==> src/rtl/gss_pkg.sv <==
// Shared types, codes and helpers for the positioning session sequencer.
`timescale 1ns / 1ps

package gss_pkg;

	localparam int TIMER_BITS = 16;
	localparam int REG_BITS   = 16;
	localparam int IDX_BITS   = 2;

	typedef logic [TIMER_BITS-1:0] timer_t;
	typedef logic [REG_BITS-1:0]   reg_t;

	// Configuration register indexes
	localparam logic [IDX_BITS-1:0] REG_RETRY   = 2'd0;
	localparam logic [IDX_BITS-1:0] REG_QUERY   = 2'd1;
	localparam logic [IDX_BITS-1:0] REG_SESSION = 2'd2;

	localparam reg_t RETRY_RESET   = 16'd51;
	localparam reg_t QUERY_RESET   = 16'd301;
	localparam reg_t SESSION_RESET = 16'd6001;

	typedef enum logic [2:0] {
		OP_TICK   = 3'd0,
		OP_STEP   = 3'd1,
		OP_RESULT = 3'd2,
		OP_REPORT = 3'd3,
		OP_FIX    = 3'd4,
		OP_MODE   = 3'd5
	} op_t;

	typedef enum logic [2:0] {
		CMD_NONE  = 3'd0,
		CMD_GET   = 3'd1,
		CMD_START = 3'd2,
		CMD_QUERY = 3'd3,
		CMD_STOP  = 3'd4
	} cmd_t;

	typedef enum logic [1:0] {
		MODE_OFF       = 2'd0,
		MODE_ON        = 2'd1,
		MODE_UNTIL_FIX = 2'd2,
		MODE_UNKNOWN   = 2'd3
	} mode_t;

	typedef enum logic [7:0] {
		ST_INIT     = 8'b0000_0001,
		ST_GET      = 8'b0000_0010,
		ST_STARTING = 8'b0000_0100,
		ST_STARTED  = 8'b0000_1000,
		ST_QUERY    = 8'b0001_0000,
		ST_STOPPING = 8'b0010_0000,
		ST_STOPPED  = 8'b0100_0000,
		ST_WAITRESP = 8'b1000_0000
	} seq_state_t;

	// Reported state codes
	localparam logic [2:0] SC_INIT     = 3'd0;
	localparam logic [2:0] SC_GET      = 3'd1;
	localparam logic [2:0] SC_STARTING = 3'd2;
	localparam logic [2:0] SC_STARTED  = 3'd3;
	localparam logic [2:0] SC_QUERY    = 3'd4;
	localparam logic [2:0] SC_STOPPING = 3'd5;
	localparam logic [2:0] SC_STOPPED  = 3'd6;
	localparam logic [2:0] SC_WAITRESP = 3'd7;

	typedef struct packed {
		reg_t retry_ticks;
		reg_t query_ticks;
		reg_t session_ticks;
	} gss_cfg_t;

	typedef struct packed {
		logic [2:0] opcode;
		logic       cmd_accepted;
		logic       cmd_ok;
		logic       report_valid;
		logic       session_on;
		logic [1:0] mode_value;
	} gss_evt_t;

	typedef struct packed {
		logic [2:0] seq_state;
		logic [2:0] command_issued;
		logic       session_flag;
		logic       fix_flag;
		logic [1:0] mode_now;
	} gss_res_t;

	function automatic logic [2:0] state_code(seq_state_t s);
		logic [2:0] c;
		case (s)
			ST_INIT:     c = SC_INIT;
			ST_GET:      c = SC_GET;
			ST_STARTING: c = SC_STARTING;
			ST_STARTED:  c = SC_STARTED;
			ST_QUERY:    c = SC_QUERY;
			ST_STOPPING: c = SC_STOPPING;
			ST_STOPPED:  c = SC_STOPPED;
			ST_WAITRESP: c = SC_WAITRESP;
			default:     c = SC_INIT;
		endcase
		return c;
	endfunction

	function automatic timer_t to_timer(reg_t v);
		return TIMER_BITS'(v);
	endfunction

endpackage

==> src/rtl/gss_if.sv <==
// Valid/ready channel interfaces for events and results.
`timescale 1ns / 1ps

interface gss_evt_if;
	logic       valid;
	logic       ready;
	logic [2:0] opcode;
	logic       cmd_accepted;
	logic       cmd_ok;
	logic       report_valid;
	logic       session_on;
	logic [1:0] mode_value;

	modport source (
		output valid, opcode, cmd_accepted, cmd_ok, report_valid, session_on, mode_value,
		input  ready
	);
	modport sink (
		input  valid, opcode, cmd_accepted, cmd_ok, report_valid, session_on, mode_value,
		output ready
	);
endinterface

interface gss_res_if;
	logic       valid;
	logic       ready;
	logic [2:0] seq_state;
	logic [2:0] command_issued;
	logic       session_flag;
	logic       fix_flag;
	logic [1:0] mode_now;

	modport source (
		output valid, seq_state, command_issued, session_flag, fix_flag, mode_now,
		input  ready
	);
	modport sink (
		input  valid, seq_state, command_issued, session_flag, fix_flag, mode_now,
		output ready
	);
endinterface

==> src/rtl/gss_cfg.sv <==
// Configuration register file for the retry, query and session times.
`timescale 1ns / 1ps

module gss_cfg
	import gss_pkg::*;
(
	input  logic                clk,
	input  logic                arst_n,
	input  logic                we,
	input  logic [IDX_BITS-1:0] index,
	input  reg_t                data,
	output gss_cfg_t            cfg
);

	reg_t retry_q, query_q, session_q;
	reg_t wval;

	// A zero time is stored as immediate expiry
	assign wval = (data == '0) ? reg_t'(1) : data;

	always_ff @(posedge clk or negedge arst_n) begin
		if (!arst_n) begin
			retry_q   <= RETRY_RESET;
			query_q   <= QUERY_RESET;
			session_q <= SESSION_RESET;
		end else if (we) begin
			case (index)
				REG_RETRY:   retry_q   <= wval;
				REG_QUERY:   query_q   <= wval;
				REG_SESSION: session_q <= wval;
				default: ;
			endcase
		end
	end

	assign cfg.retry_ticks   = retry_q;
	assign cfg.query_ticks   = query_q;
	assign cfg.session_ticks = session_q;

endmodule

==> src/rtl/gss_seq.sv <==
// Session state, timers and next-state logic; yields one result per event.
`timescale 1ns / 1ps

module gss_seq
	import gss_pkg::*;
(
	input  logic     clk,
	input  logic     arst_n,
	input  logic     take,
	input  gss_evt_t evt,
	input  gss_cfg_t cfg,
	output gss_res_t res
);

	localparam timer_t T_ONE = TIMER_BITS'(1);

	seq_state_t cur_q, saved_q, cur_d, saved_d;
	logic       wait_q, wait_d;
	timer_t     wtmr_q, wtmr_d, stmr_q, stmr_d;
	mode_t      mode_q, mode_d;
	logic       fix_q, fix_d;
	logic       active_q, active_d;
	cmd_t       cmd;

	always_comb begin
		cur_d    = cur_q;
		saved_d  = saved_q;
		wait_d   = wait_q;
		wtmr_d   = wtmr_q;
		stmr_d   = stmr_q;
		mode_d   = mode_q;
		fix_d    = fix_q;
		active_d = active_q;
		cmd      = CMD_NONE;
		case (evt.opcode)
			OP_TICK: begin
				if (wtmr_q > T_ONE) wtmr_d = wtmr_q - T_ONE;
				if (stmr_q > T_ONE) stmr_d = stmr_q - T_ONE;
			end
			OP_STEP: begin
				if (wait_q) begin
					if (wtmr_q == T_ONE) begin
						wait_d = 1'b0;
						wtmr_d = '0;
					end
				end else begin
					case (cur_q)
						ST_INIT: cur_d = ST_GET;
						ST_GET, ST_STARTING, ST_QUERY, ST_STOPPING: begin
							if (evt.cmd_accepted) begin
								saved_d = cur_q;
								cur_d   = ST_WAITRESP;
								case (cur_q)
									ST_GET:      cmd = CMD_GET;
									ST_STARTING: cmd = CMD_START;
									ST_QUERY:    cmd = CMD_QUERY;
									default:     cmd = CMD_STOP;
								endcase
							end
						end
						ST_STARTED: begin
							case (mode_q)
								MODE_OFF: cur_d = ST_STOPPING;
								MODE_ON: begin
									wait_d = 1'b1;
									wtmr_d = to_timer(cfg.query_ticks);
									cur_d  = ST_QUERY;
								end
								MODE_UNTIL_FIX: begin
									if (fix_q) begin
										mode_d = MODE_OFF;
										cur_d  = ST_STOPPING;
									end else if (stmr_q == T_ONE) begin
										stmr_d = '0;
										mode_d = MODE_OFF;
										cur_d  = ST_STOPPING;
									end else begin
										wait_d = 1'b1;
										wtmr_d = to_timer(cfg.query_ticks);
										cur_d  = ST_QUERY;
									end
								end
								default: ;
							endcase
						end
						ST_STOPPED: begin
							if (mode_q == MODE_ON || mode_q == MODE_UNTIL_FIX) begin
								fix_d = 1'b0;
								cur_d = ST_STARTING;
							end
						end
						default: ;
					endcase
				end
			end
			OP_RESULT: begin
				if (evt.cmd_ok) begin
					if (saved_q == ST_STARTING) begin
						stmr_d = to_timer(cfg.session_ticks);
						cur_d  = ST_STARTED;
					end else if (saved_q == ST_QUERY) begin
						cur_d = ST_STARTED;
					end
				end else begin
					// Retry the state that issued the failed command
					wait_d = 1'b1;
					wtmr_d = to_timer(cfg.retry_ticks);
					cur_d  = saved_q;
				end
			end
			OP_REPORT: begin
				if (evt.report_valid) begin
					if (evt.session_on) begin
						active_d = 1'b1;
						stmr_d   = to_timer(cfg.session_ticks);
						cur_d    = ST_STARTED;
					end else begin
						active_d = 1'b0;
						cur_d    = ST_STOPPED;
					end
				end
			end
			OP_FIX:  fix_d = 1'b1;
			OP_MODE: mode_d = mode_t'(evt.mode_value);
			default: ;
		endcase
	end

	always_ff @(posedge clk or negedge arst_n) begin
		if (!arst_n) begin
			cur_q    <= ST_INIT;
			saved_q  <= ST_INIT;
			wait_q   <= 1'b0;
			wtmr_q   <= '0;
			stmr_q   <= '0;
			mode_q   <= MODE_OFF;
			fix_q    <= 1'b0;
			active_q <= 1'b0;
		end else if (take) begin
			cur_q    <= cur_d;
			saved_q  <= saved_d;
			wait_q   <= wait_d;
			wtmr_q   <= wtmr_d;
			stmr_q   <= stmr_d;
			mode_q   <= mode_d;
			fix_q    <= fix_d;
			active_q <= active_d;
		end
	end

	assign res.seq_state      = state_code(cur_d);
	assign res.command_issued = cmd;
	assign res.session_flag   = active_d;
	assign res.fix_flag       = fix_d;
	assign res.mode_now       = mode_d;

endmodule

==> src/rtl/gss_out.sv <==
// Result register that drives the result channel.
`timescale 1ns / 1ps

module gss_out
	import gss_pkg::*;
(
	input  logic     clk,
	input  logic     arst_n,
	input  logic     load,
	input  gss_res_t res_d,
	input  logic     ready,
	output logic     valid,
	output gss_res_t res
);

	logic     valid_q;
	gss_res_t res_q;

	always_ff @(posedge clk or negedge arst_n) begin
		if (!arst_n) begin
			valid_q <= 1'b0;
		end else if (load) begin
			valid_q <= 1'b1;
		end else if (ready) begin
			valid_q <= 1'b0;
		end
	end

	always_ff @(posedge clk) begin
		if (load) res_q <= res_d;
	end

	assign valid = valid_q;
	assign res   = res_q;

endmodule

==> src/rtl/gnss_session_sequencer_core.sv <==
// Top level of the positioning session sequencer.
`timescale 1ns / 1ps
//
// Events enter on evt (valid/ready): ticks, task steps, command results,
// session reports, fixes and mode writes. Every event gives exactly one
// result on res (valid/ready): reported state, command issued, session and
// fix flags, and the mode.
// The next-state logic updates the state registers and loads the result
// register at the edge that accepts the event.
// Throughput is one event per cycle while results are taken, set by the
// single register stage; evt.ready is high whenever the result register
// is empty or being taken. When the receiver stalls, the result holds and
// evt.ready drops until it is taken.
// Configuration (cfg_we, cfg_index, cfg_data) writes the retry, query and
// session times; a zero is stored as one. Write only while idle.
// Reset clears the state, timers, mode and flags, restores the default
// times and empties the result register.

module gnss_session_sequencer_core
	import gss_pkg::*;
(
	input  logic                clk,
	input  logic                arst_n,
	gss_evt_if.sink             evt,
	gss_res_if.source           res,
	input  logic                cfg_we,
	input  logic [IDX_BITS-1:0] cfg_index,
	input  reg_t                cfg_data
);

	gss_cfg_t cfg;
	gss_evt_t evt_p;
	gss_res_t res_d, res_p;
	logic     take;

	assign evt.ready = !res.valid || res.ready;
	assign take      = evt.valid && evt.ready;

	assign evt_p.opcode       = evt.opcode;
	assign evt_p.cmd_accepted = evt.cmd_accepted;
	assign evt_p.cmd_ok       = evt.cmd_ok;
	assign evt_p.report_valid = evt.report_valid;
	assign evt_p.session_on   = evt.session_on;
	assign evt_p.mode_value   = evt.mode_value;

	gss_cfg u_cfg (
		.clk    (clk),
		.arst_n (arst_n),
		.we     (cfg_we),
		.index  (cfg_index),
		.data   (cfg_data),
		.cfg    (cfg)
	);

	gss_seq u_seq (
		.clk    (clk),
		.arst_n (arst_n),
		.take   (take),
		.evt    (evt_p),
		.cfg    (cfg),
		.res    (res_d)
	);

	gss_out u_out (
		.clk    (clk),
		.arst_n (arst_n),
		.load   (take),
		.res_d  (res_d),
		.ready  (res.ready),
		.valid  (res.valid),
		.res    (res_p)
	);

	assign res.seq_state      = res_p.seq_state;
	assign res.command_issued = res_p.command_issued;
	assign res.session_flag   = res_p.session_flag;
	assign res.fix_flag       = res_p.fix_flag;
	assign res.mode_now       = res_p.mode_now;

	// An accepted event always shows up as a result next cycle
	a_take_res: assert property (@(posedge clk) disable iff (!arst_n)
		take |=> res.valid)
		else $error("accepted event produced no result");

	// An empty result register never blocks requests
	a_ready_empty: assert property (@(posedge clk) disable iff (!arst_n)
		!res.valid |-> evt.ready)
		else $error("input stalled with empty result register");

	// An issued command leaves the sequencer waiting for its response
	a_cmd_wait: assert property (@(posedge clk) disable iff (!arst_n)
		(res.valid && res.command_issued != CMD_NONE) |-> res.seq_state == SC_WAITRESP)
		else $error("command issued without waiting for response");

	// Only a task step issues a command
	a_cmd_step: assert property (@(posedge clk) disable iff (!arst_n)
		(take && evt.opcode != OP_STEP) |=> res.command_issued == CMD_NONE)
		else $error("command issued on an event other than a task step");

endmodule
==> src/flat_wrapper.sv <==
// flat-port wrapper written by rule: the top's interface ports become plain ports
module gnss_session_sequencer_core_flat import gss_pkg::*;
  (clk, arst_n, cfg_we, cfg_index, cfg_data, evt_valid, evt_opcode, evt_cmd_accepted, evt_cmd_ok, evt_report_valid, evt_session_on, evt_mode_value, evt_ready, res_valid, res_seq_state, res_command_issued, res_session_flag, res_fix_flag, res_mode_now, res_ready);
  gss_evt_if evt_i ();
  gss_res_if res_i ();
  input  logic clk;
  input  logic arst_n;
  input  logic cfg_we;
  input  logic [IDX_BITS-1:0] cfg_index;
  input  reg_t cfg_data;
  input wire logic [$bits(evt_i.valid)-1:0] evt_valid;
  input wire logic [$bits(evt_i.opcode)-1:0] evt_opcode;
  input wire logic [$bits(evt_i.cmd_accepted)-1:0] evt_cmd_accepted;
  input wire logic [$bits(evt_i.cmd_ok)-1:0] evt_cmd_ok;
  input wire logic [$bits(evt_i.report_valid)-1:0] evt_report_valid;
  input wire logic [$bits(evt_i.session_on)-1:0] evt_session_on;
  input wire logic [$bits(evt_i.mode_value)-1:0] evt_mode_value;
  output wire logic [$bits(evt_i.ready)-1:0] evt_ready;
  output wire logic [$bits(res_i.valid)-1:0] res_valid;
  output wire logic [$bits(res_i.seq_state)-1:0] res_seq_state;
  output wire logic [$bits(res_i.command_issued)-1:0] res_command_issued;
  output wire logic [$bits(res_i.session_flag)-1:0] res_session_flag;
  output wire logic [$bits(res_i.fix_flag)-1:0] res_fix_flag;
  output wire logic [$bits(res_i.mode_now)-1:0] res_mode_now;
  input wire logic [$bits(res_i.ready)-1:0] res_ready;
  assign evt_i.valid = evt_valid;
  assign evt_i.opcode = evt_opcode;
  assign evt_i.cmd_accepted = evt_cmd_accepted;
  assign evt_i.cmd_ok = evt_cmd_ok;
  assign evt_i.report_valid = evt_report_valid;
  assign evt_i.session_on = evt_session_on;
  assign evt_i.mode_value = evt_mode_value;
  assign evt_ready = evt_i.ready;
  assign res_valid = res_i.valid;
  assign res_seq_state = res_i.seq_state;
  assign res_command_issued = res_i.command_issued;
  assign res_session_flag = res_i.session_flag;
  assign res_fix_flag = res_i.fix_flag;
  assign res_mode_now = res_i.mode_now;
  assign res_i.ready = res_ready;
  gnss_session_sequencer_core u_core (.clk(clk), .arst_n(arst_n), .evt(evt_i), .res(res_i), .cfg_we(cfg_we), .cfg_index(cfg_index), .cfg_data(cfg_data));
endmodule
==> config.mk <==
export PLATFORM = sky130hd
export DESIGN_NAME = gnss_session_sequencer_core_flat
export DESIGN_NICKNAME = d
export VERILOG_FILES = /design/src/rtl/gss_pkg.sv /design/src/rtl/gss_if.sv /design/src/rtl/gss_cfg.sv /design/src/rtl/gss_seq.sv /design/src/rtl/gss_out.sv /design/src/rtl/gnss_session_sequencer_core.sv /design/src/flat_wrapper.sv
export SDC_FILE = /design/constraint.sdc
export NUM_CORES = 1
export LEC_CHECK = 0
export BUFFER_PORTS_ARGS = -buffer_cell sky130_fd_sc_hd__buf_2
export CORE_UTILIZATION = 30
export CTS_BUF_LIST = sky130_fd_sc_hd__clkbuf_8
export DETAILED_ROUTE_END_ITERATION = 8
export PLACE_DENSITY_LB_ADDON = 0.2
export RECOVER_POWER = 25
export SYNTH_ARGS = -nofsm -noshare
export SYNTH_HDL_FRONTEND = slang
export SYNTH_SLANG_ARGS = --single-unit
==> constraint.sdc <==
create_clock -name clk -period 5.8 [get_ports clk]
set_input_delay 0.58 -clock clk [delete_from_list [all_inputs] [get_ports clk]]
set_output_delay 0.58 -clock clk [all_outputs]
set_load 0.05 [all_outputs]
==> results summary <==
In the synthesized netlist the dominant register cell turns out to be sky130_fd_sc_hd__dfrtp_1. Summed over all layers, the global routing overflow is 0. STA classifies the critical path endpoint as a flop. The cell count after synthesis came out at ~610. The critical path starts at u_core.u_seq.stmr_q[0].

The power density of the placed cells is between 300 and 400 mW/mm2. The total number of nets in the final design is 676. The critical path goes through inv_1, ha_1, nor3b_1, nand2_1, nor3_1, o211ai_1, nand3_1, o21ai_0, o21ai_0. In the layout the commonest cells are 83 x sky130_fd_sc_hd__dfrtp_1, 73 x sky130_fd_sc_hd__o21ai_0, 53 x sky130_fd_sc_hd__mux2_2.

Once the floorplan was initialized, standard cells occupied a little under a third of the core. The register share of total power came out at between 50% and 60%. The die area came out at roughly 0.021 mm2.

The wire length reported by the detailed router came out at between 15000 and 20000 um. The number of DRC violations after detailed routing is 0. The standard cell with the maximum stage delay on the critical path is sky130_fd_sc_hd__nor3_1. The count of pins over their slew limit came out at between 100 and 150. The final cell count without fillers came out at about 910. The endpoint identified for the worst register-to-register timing path is u_core.u_seq.stmr_q[13]. In the synthesized netlist the async set-or-reset flop fraction comes to between 90 and 100%. The final critical path takes up between 50% and 60% of the cycle. The worst setup skew after layout is approximately 0.017 ns.

The via count of the routed design came out at approximately 5000. The worst path arrival time came out at 3.72 ns. The row count is 51. The most numerous cell type found on the critical path is sky130_fd_sc_hd__o21ai_0. The analysis attributes to cell leakage a power of between 0.002 and 0.003 uW.

The total internal power is 1410 uW. The number of post-CTS setup repair buffers came out at 0. The number of enable flip-flop cells after synthesis is 10. The maximum buffer depth of the clock tree came out at 2. The number of endpoints with negative hold slack in the final report is 0. The TritonCTS clock tree is built. The final worst hold slack came out at about 0.40 ns.

Entering global routing, the biggest net connects 68 pins. The first global-routing pass estimated between 20000 and 30000 um of wire. The kind of path behind the tightest hold check is input port to flop. The number of top-level pins came out at between 40 and 50.

The post-synth design cell area came out at roughly 0.0061 mm2. The first-iteration detailed-routing DRC count came out at 330. The transition time of the tightest slew-check pin came out at ~2.1 ns. Across the VDD grid, the largest voltage drop is between 0.1 and 0.15 mV.

The sequential area share after synthesis came out at approximately 47%. The floorplan die height is ~140 um. At the end of the flow the core is filled with cells to between 30% and 40%. The depth of the CTS H-tree came out at 3. Summed over all nets, the switching power comes to between 800 and 900 uW. The switching share of power is a little under two fifths. The critical path class is flop to flop. The global placer's final weighted congestion came out at roughly 0.85.

The remaining max-slew budget at the tightest pin is -38.8%. The synthesized netlist net count came out at ~650. The count of placed standard cells including taps is 890.

The flow ran to the end, but the final reports show violations. The via count of the first global-routing pass came to about 5000. The area growth from synthesis to layout is 10.7%.

The cts-stage hold buffer count came out at 0. The number of gates resized after CTS came out at 0. The count of TritonRoute iterations in the first routing pass came out at 6. The largest fanout on the critical path is 32.

The top achievable clock speed came out at 0.292 GHz. The number of cells on the worst reg-to-reg path is 9. The termination of the worst setup path is u_core.u_seq.stmr_q[13]. The minimum period implied by the final worst setup slack came out at ~3.4 ns. The synthesized design contains between 100 and 150 register bits. The number of antenna violations at the first check in global routing came out at 1.

The checks that failed: max-capacitance violations, max-slew violations. The average wire per cell in the routed design came out at 19.0 um. In this run, distinct cell masters in the synthesized netlist total between 60 and 70. The core region is between 0.015 and 0.02 mm2.

The number of buffers created by CTS is 9. Setup repair after global routing left no endpoint under its margin. From left edge to right edge, the die measures 144 um.

The antenna violation net count after detailed routing came out at 0. The most common cell after layout, fill and taps aside is sky130_fd_sc_hd__dfrtp_1. The total track usage came out at between 10% and 20%. The average cell area after synthesis is 9.98 um2. The root buffer cell chosen for the clock tree is sky130_fd_sc_hd__clkbuf_8. The total of warnings raised by yosys came out at 0. The count of buffers from port buffering came out at 43. The sum of net half-perimeters after detailed placement is between 10000 and 15000 um. The setup TNS after final layout is 0 ns. The total chip power is approximately 2300 uW. The count of endpoints failing setup in the final report is 0. The delay contributed by the slowest stage of the critical path came out at about 0.80 ns.

The fraction of layout cells with a size suffix above 1 came out at between 20% and 30%. The clock insertion delay at the later pin of the skew report is around 0.4 ns. The tool flagged a number of max-cap violations equal to 2. The data required time of the critical path came out at slightly above 6 ns. The power share of the combinational group is 29.2%. The number of sinks on the clock net came out at 112.

The internal reg-to-reg setup slack is approximately 2.4 ns. After detailed routing, the number of vias per cell comes to about 5.5. The startpoint of the most critical register-to-register path is u_core.u_seq.stmr_q[0].

STA classifies the critical path startpoint as a flop. The clock network accounts for between 20 and 25% of the total power. Clock-pin slew was measured on the worst setup and hold paths at around 0.12 ns.
[registers in the layout, indices dropped and copies added (netlist names), 2 cells and up]
signal / count
u_core.u_seq.stmr_q: 16
u_core.u_out.res: 10
u_core.u_seq.cur_q: 8
u_core.u_seq.saved_q: 8
u_core.u_cfg.query_q: 16
u_core.u_seq.mode_q: 2
u_core.u_cfg.retry_q: 16
u_core.u_cfg.session_q: 16
u_core.u_seq.wtmr_q: 16
[synthesized netlist by cell type, drive strengths merged, types with 3 or more instances]
cell      n  area share (%)
a211oi    3            0.37
a21oi    39             3.3
a221oi   11             2.0
a222oi    5            0.82
a22oi    10             1.2
a31o      3            0.43
a31oi     4            0.41
a32o      5            0.82
a32oi     5            0.72
buf       7            0.68
clkbuf   25             1.5
dfrtp    83              34
dfstp    19             8.2
edfxtp   10             4.9
ha        8             1.6
inv      16            0.99
mux2     53             9.8
nand2    37             2.3
nand2b    7            0.72
nand3    10            0.82
nand3b    4            0.49
nand4b    4            0.58
nor2     54             3.4
nor2b     8            0.82
nor3     21             1.8
nor3b     5            0.70
nor4     19             2.1
nor4b     3            0.43
o2111ai   3            0.43
o21a      3            0.37
o21ai    78             6.6
or2       3            0.31
or3       3            0.31
or4       3            0.37
xnor2     5            0.85
[worst max-delay path, delay by kind of cell (launching register included)]
kind	cells	cell delay, ns
DFF	1	0.42
AOI/OAI and AO/OA	3	0.49
buffers and inverters	1	0.13
adders and majority gates	1	0.22
and+or+nand+nor	4	2.05
[logic make-up (layout without fill, tap and decap cells)]
family / after synthesis / after routing / share of synthesized area (%)
buffers and inverters: 49 / 82 / 3.28
AND/OR/NAND/NOR: 188 / 188 / 16.1
XOR/XNOR: 7 / 7 / 1.13
multiplexers: 53 / 53 / 9.84
AO/OA/AOI/OAI: 191 / 191 / 20.6
other: 0 / 1 / 0
adder cells (fa/ha/maj): 8 / 8 / 1.65
flip-flops: 112 / 112 / 47.4
[stage by stage]
stage                     cell area [um2]  setup WS [ns]
final                                6720           2.37
after global placement               6540           2.20
after floorplan                      6070           3.23
after detailed placement             6540           2.23
after CTS                            6730           2.39
after global routing                 6720           1.79
[per-layer routing]
layer,up-vias,track usage (%),wire (um)
met5,-,0,13
met3,29,3.54,640
met4,2,6.70,466
met2,110,29.6,8410
met1,2516,22.4,7690
li1,2340,-,-
[power groups by stage]
| stage | Clock (uW) | Combinational [uW] | Sequential [uW] |
|---|---|---|---|
| detailed placement | 0 | 670 | 1160 |
| global placement | 0 | 654 | 1150 |
| global route | 527 | 762 | 1180 |
| CTS | 496 | 672 | 1150 |
| finish | 471 | 668 | 1150 |
| floorplan | 0 | 479 | 1130 |
[how the worst min path moves through the flow]
stage | start | to | slack [ns] | cells after the start
final | evt_valid | u_core.u_out.valid | 0.40 | 2
after global routing | evt_valid | u_core.u_out.valid | 0.39 | 2
after CTS | arst_n | u_core.u_seq.saved_q[4] | 0.14 | 1
after detailed placement | u_core.u_cfg.query_q[0] | u_core.u_cfg.query_q[0] | 0.49 | 2
after global placement | u_core.u_cfg.query_q[0] | u_core.u_cfg.query_q[0] | 0.47 | 2
after floorplan | arst_n | u_core.u_cfg.query_q[10] | 0.28 | 0
[layout make-up]
type | instances | area, um2
fillers | 2058 | 12900
clock buffers | 9 | 124
clock inverters | 7 | 65.1
well taps | 265 | 332
repair buffers | 49 | 251
flip-flops and latches | 112 | 2880
multi-input cells | 447 | 3000
inverters | 17 | 63.8
diodes | 1 | 2.50
Power figures use the tool's default switching activity.
